### config.mk
export PLATFORM = sky130hd
export DESIGN_NAME = dynamic_priority_scheduler_top
export DESIGN_NICKNAME = d
export VERILOG_FILES = /design/src/rtl/dps_pkg.sv /design/src/rtl/dps_cell.sv /design/src/rtl/dynamic_priority_scheduler_top.sv
export SDC_FILE = /design/constraint.sdc
export NUM_CORES = 1
export LEC_CHECK = 0
export BUFFER_PORTS_ARGS = -buffer_cell sky130_fd_sc_hd__buf_2
export CORE_ASPECT_RATIO = 1.25
export CORE_MARGIN = 3
export CORE_UTILIZATION = 60
export CTS_CLUSTER_DIAMETER = 40
export DETAILED_ROUTE_END_ITERATION = 12
export GPL_TIMING_DRIVEN = 0
export PLACE_DENSITY = 0.77
export SYNTH_ARGS = -nofsm -noshare
export SYNTH_HDL_FRONTEND = slang
export SYNTH_SLANG_ARGS = --single-unit
### constraint.sdc
create_clock -name clk -period 10.1 [get_ports clk]
set_input_delay 2.02 -clock clk [delete_from_list [all_inputs] [get_ports clk]]
set_output_delay 2.02 -clock clk [all_outputs]
set_load 0.1 [all_outputs]
### src/rtl/dps_pkg.sv
package dps_pkg;

  localparam int unsigned MAX_PROCS = 8;
  localparam int unsigned CNT_W     = $clog2(MAX_PROCS + 1);

  localparam logic CMD_LOAD = 1'b0;
  localparam logic CMD_TICK = 1'b1;

  localparam logic signed [15:0] PRIO_MIN = 16'sh8000;

  typedef struct packed {
    logic [7:0]         id;
    logic signed [15:0] prio;
    logic [7:0]         rem;
  } entry_t;

  typedef struct packed {
    logic   upd;
    logic   tick;
    logic   ins_en;
    entry_t ins;
  } ctrl_t;

endpackage

### src/rtl/dps_cell.sv
module dps_cell (
  input  logic            clk,
  input  dps_pkg::ctrl_t  ctrl,
  input  logic            occupied,
  input  dps_pkg::entry_t right_entry,
  input  logic            left_keep,
  input  dps_pkg::entry_t left_view,
  output dps_pkg::entry_t entry,
  output dps_pkg::entry_t view,
  output logic            keep
);

  dps_pkg::entry_t entry_next;

  // view is the slot after a tick has shifted the list towards the head
  assign view = ctrl.tick ? right_entry : entry;
  assign keep = occupied && (view.prio >= ctrl.ins.prio);

  always_comb begin
    entry_next = view;
    if (ctrl.ins_en && !keep) begin
      entry_next = left_keep ? ctrl.ins : left_view;
    end
  end

  always_ff @(posedge clk) begin
    if (ctrl.upd) begin
      entry <= entry_next;
    end
  end

endmodule

### src/rtl/dynamic_priority_scheduler_top.sv
// Dynamic priority scheduler: a ready list of up to MAX_PROCS processes kept
// sorted by priority, high first, equal priorities in arrival order.
// Items enter on start/busy: an item is taken at a clock edge with start high
// and busy low. busy is always low, so an item may be presented every cycle.
// command selects a load (insert process_id/priority_req/run_time) or a tick
// (run the head for one slice, drop its priority by one, reinsert or retire).
// Each item gives exactly one result on the next cycle, flagged by done for a
// single cycle; results cannot be held off, so the receiver must take them.
// Throughput is one item per cycle: the list is a row of cells, one per
// entry, that compare against the inserted entry in parallel and shift
// towards a neighbour in the same cycle.
// Reset (rst, synchronous) empties the list by clearing the entry count;
// cell contents are not cleared and are only read below the count.
// A load into a full list leaves it unchanged and raises load_rejected.
// ready_count reports the entry count after the item, modulo 16.
module dynamic_priority_scheduler_top (
  input  logic        clk,
  input  logic        rst,
  input  logic        start,
  output logic        busy,
  input  logic        command,
  input  logic [7:0]  process_id,
  input  logic signed [15:0] priority_req,
  input  logic [7:0]  run_time,
  output logic        done,
  output logic        ran_valid,
  output logic [7:0]  ran_id,
  output logic        finished,
  output logic [3:0]  ready_count,
  output logic        load_rejected
);

  localparam int unsigned N = dps_pkg::MAX_PROCS;
  localparam int unsigned W = dps_pkg::CNT_W;

  logic                accept;
  logic [W-1:0]        count;
  logic [W-1:0]        count_next;
  logic [W-1:0]        count_view;
  logic                full;
  logic                is_tick;
  logic                head_run;
  logic                head_done;
  dps_pkg::entry_t     head;
  dps_pkg::entry_t     load_entry;
  dps_pkg::entry_t     run_entry;
  dps_pkg::ctrl_t      ctrl;
  dps_pkg::entry_t     entries [N];
  dps_pkg::entry_t     views   [N];
  logic [N-1:0]        keeps;
  logic [W+3:0]        count_wide;

  assign busy   = 1'b0;
  assign accept = start && !busy;

  assign full      = (count == W'(N));
  assign is_tick   = (command == dps_pkg::CMD_TICK);
  assign head      = entries[0];
  assign head_run  = is_tick && (count != '0);
  assign head_done = (head.rem <= 8'd1);

  always_comb begin
    load_entry.id   = process_id;
    load_entry.prio = priority_req;
    load_entry.rem  = (run_time == 8'd0) ? 8'd1 : run_time;
    run_entry.id    = head.id;
    run_entry.prio  = (head.prio == dps_pkg::PRIO_MIN) ? head.prio : head.prio - 16'sd1;
    run_entry.rem   = head.rem - 8'd1;
  end

  always_comb begin
    ctrl.upd    = accept;
    ctrl.tick   = head_run;
    ctrl.ins_en = is_tick ? (head_run && !head_done) : !full;
    ctrl.ins    = is_tick ? run_entry : load_entry;
    count_view  = head_run ? count - W'(1) : count;
    count_next  = ctrl.ins_en ? count_view + W'(1) : count_view;
  end

  for (genvar i = 0; i < N; i++) begin : g_cell
    dps_pkg::entry_t right_e;
    dps_pkg::entry_t left_v;
    logic            left_k;

    if (i == N - 1) begin : g_last
      assign right_e = entries[i];
    end else begin : g_mid
      assign right_e = entries[i+1];
    end

    if (i == 0) begin : g_first
      assign left_k = 1'b1;
      assign left_v = ctrl.ins;
    end else begin : g_rest
      assign left_k = keeps[i-1];
      assign left_v = views[i-1];
    end

    dps_cell u_cell (
      .clk         (clk),
      .ctrl        (ctrl),
      .occupied    (W'(i) < count_view),
      .right_entry (right_e),
      .left_keep   (left_k),
      .left_view   (left_v),
      .entry       (entries[i]),
      .view        (views[i]),
      .keep        (keeps[i])
    );
  end

  assign count_wide  = {4'b0000, count};
  assign ready_count = count_wide[3:0];

  always_ff @(posedge clk) begin
    if (rst) begin
      count <= '0;
      done  <= 1'b0;
    end else begin
      done <= accept;
      if (accept) begin
        count <= count_next;
      end
    end
  end

  always_ff @(posedge clk) begin
    if (accept) begin
      ran_valid     <= head_run;
      ran_id        <= head_run ? head.id : 8'd0;
      finished      <= head_run && head_done;
      load_rejected <= !is_tick && full;
    end
  end

  a_count_bound: assert property (@(posedge clk) disable iff (rst)
    count <= W'(N)) else $error("entry count beyond capacity");

  a_done_follows: assert property (@(posedge clk) disable iff (rst)
    accept |=> done) else $error("accepted item gave no result");

  a_finished_ran: assert property (@(posedge clk) disable iff (rst)
    done && finished |-> ran_valid) else $error("finished without a run");

  a_reject_full: assert property (@(posedge clk) disable iff (rst)
    accept && !is_tick && full |=> load_rejected && (count == W'(N)))
    else $error("load into full list not rejected");

  a_tick_count: assert property (@(posedge clk) disable iff (rst)
    accept && head_run && head_done |=> count == $past(count) - W'(1))
    else $error("retired process left count unchanged");

endmodule
==> out/qor.txt <==
warnings from Yosys = 0
fin crit share = 96.4%
global-route wire length before repair = 98000 um
Max Clk Rate = 103 MHz
drt total wl = 65800 um
Least-Margin Pin Slew = 1480 ps
Data arrival, critical path = 9970 ps
initial antenna violation count = 0
#FFs+latches synth = 272
Post-CTS Hold Fix Bufs = 0
Top Ports = 53
Synth area leaders = edfxtp_1 (40%), mux2i_1 (21%), ha_1 (5.9%), mux2_2 (5.4%), a21oi_1 (4.1%)
Post-Place Cells = 2364
Final HPWL DP = 46300 um
CTS tree = yes
# fillers = 2444
number of cell rows = 73
Yosys cell types = 78
worst min path class = register to register
Non-Filler Instances = 2430
hold depth = 2
Max-Cap Viols = 0
Max FO, Critical Path = 17
core region area = 32200 sq um
DR pass1 iterations = 6
# DRC = 0
sequential area share after synthesis = 41.0%
count leader, synth = mux2i_1
vias in the first global route = 16.4k
GP Congestion = 0.975
CP peak stage delay = 710 ps
area grow syn2layout = 11.0%
Setup CP Type = input port to register
CTS Sinks = 272
Initial Utilization = 61.6%
required time of the critical path = 10330 ps
Synth Instances = 1895
die area = 35200 sq um
RSZ-0062 raised after global routing = false
Vias = 16.6k
post-synth top area cell = edfxtp_1
setup_tns = 0 ps
Primary FF master, synth = edfxtp_1
Die Wd = 169 um
DR WL/cell = 27.1 um
number of synthesized flops with an enable pin = 267
post-CTS setup buffer count = 0
worst skew pair latency = 540 ps
min Tclk post-route = 9740 ps
Port Buf Inserts = 51
share of cells above drive strength 1 = 14.7%
mapped cell area = 19800 sq um
Post-DRT Antenna Nets = 0
worst-path cell chain = buf_2, buf_2, buf_1, buf_2, clkbuf_1, clkbuf_2, mux2i_2, inv_1, ha_1, nand2b_1, a2111oi_0, o31ai_1, maj3_1, a211oi_1, o311ai_0, o31ai_1, nand2_1, maj3_1, a21oi_4, buf_12
Max-slew headroom = 1.20%
Final setup viols = 0
drt via density = 6.84
Worst Setup End Kind = register
worst reg2reg path depth = 20
total gr overflow = 0
chip height = 209 um
Global Route Usage Sum = 36.6%
Pins Over Slew Limit = 0
clock root buffer = clkbuf_16
cts bufs inserted = 38
Longest Clk Path Bufs = 3
largest net degree at the start of global routing = 125
Layout Nets = 2122
share of the synthesized area in the top cell type = 40.5%
Layout Skew = 17.5 ps
clock-pin slew on the worst setup and hold paths = 50 ps
Startpoint Class = input port
Synthesized Nets = 2025
Worst path most repeated cell = buf_2
Resized cells post-CTS = 2
Async SR Flop Fraction = 0%
ant diodes = 0
Mean Syn Cell Area = 10.5 sq um
Hold Violations, Final = 0
initial DRC count = 2150
status = finished, final reports clean
CP max stage cell = mux2i_2
H-tree depth = 2
final core utilization = 68.4%
Post-synth top cells = mux2i_1 (421), edfxtp_1 (267), a21oi_1 (163)
-- layout make-up --
type	count	area (sq um)	share of cell area, %
buffer	120	563	2.56
sequential	272	8120	36.9
clock inverter	18	216	0.984
inverter	87	327	1.48
multi-input combinational	1416	10800	49.2
tap	412	515	2.34
timing repair buffer	57	370	1.68
clock buffer	48	1050	4.78
-- final timing paths --
kind | start | to | slack [ps]
max reg2reg | g_cell[0].u_cell.entry[9]$_DFFE_PP_ | g_cell[7].u_cell.entry[26]$_DFFE_PP_ | 1570
max | command | g_cell[7].u_cell.entry[26]$_DFFE_PP_ | 360
min | ready_count[1]$_SDFFE_PP0P_ | ready_count[1]$_SDFFE_PP0P_ | 580
min reg2reg | ready_count[1]$_SDFFE_PP0P_ | ready_count[1]$_SDFFE_PP0P_ | 580
-- worst max-delay path: cells and delay by family --
family	cells	cell delay, ps
simple gates	2	250
mux	1	710
fa+ha+maj	3	1190
compound gates	6	2440
buf+inv	8	3290
-- state kept, by name, summed over array words and instances (netlist names) --
signal,cells
load_rejected,1
ran_id,8
ready_count,4
ran_valid,1
finished,1
done,1
g_cell.u_cell.entry,256
-- cell usage in the layout, fill, tap and decap left out, types with 8 or more instances in the layout --
| master | instances |
|---|---|
| o21ai_1 | 11 |
| clkbuf_1 | 57 |
| inv_1 | 85 |
| nor4_1 | 10 |
| mux2_2 | 95 |
| a211oi_1 | 8 |
| ha_1 | 94 |
| buf_1 | 9 |
| nand4_1 | 8 |
| xor2_1 | 9 |
| buf_4 | 13 |
| a21o_1 | 14 |
| a31oi_1 | 9 |
| o21ai_0 | 52 |
| xnor2_1 | 15 |
| a21oi_1 | 160 |
| nor2_1 | 152 |
| mux2i_1 | 419 |
| o211ai_1 | 13 |
| o31ai_1 | 8 |
| and3_1 | 12 |
| buf_2 | 97 |
| nor3_1 | 41 |
| edfxtp_1 | 267 |
| clkbuf_16 | 41 |
| nand2b_1 | 20 |
| nand2_1 | 139 |
| nand3_1 | 11 |
-- kinds of logic (layout without fill, tap and decap cells) --
kind of cell	after synthesis	after routing	synth area share, %
multiplexers	517	517	26.8
flip-flops	272	272	41.0
other	1	1	0.0189
AND/OR/NAND/NOR	434	434	9.98
adder cells (fa/ha/maj)	99	99	6.19
AO/OA/AOI/OAI	341	341	10.5
XOR/XNOR	24	24	1.06
buffers and inverters	207	330	4.48
-- stage by stage --
| stage | worst slack, ps | instance area [sq um] | hold slack [ps] |
|---|---|---|---|
| after floorplan | 1280 | 19800 | 577 |
| after global placement | -2970 | 20600 | 571 |
| after detailed placement | -661 | 20700 | 570 |
| after CTS | 208 | 22000 | 578 |
| after global routing | 149 | 22000 | 642 |
| final | 361 | 22000 | 579 |
-- per-layer routing --
layer  track usage [%]  part of all wire (%)  up-vias
li1                  -                     -     7258
met1              45.5                    36     7921
met2              59.4                    46     1153
met3              6.07                    10      286
met4              22.7                   7.2        0
met5                 0                     0        -
Power is left out: the tool's default activity adds up to more than one toggle a clock period on the data nets, which glitch-free logic cannot reach.
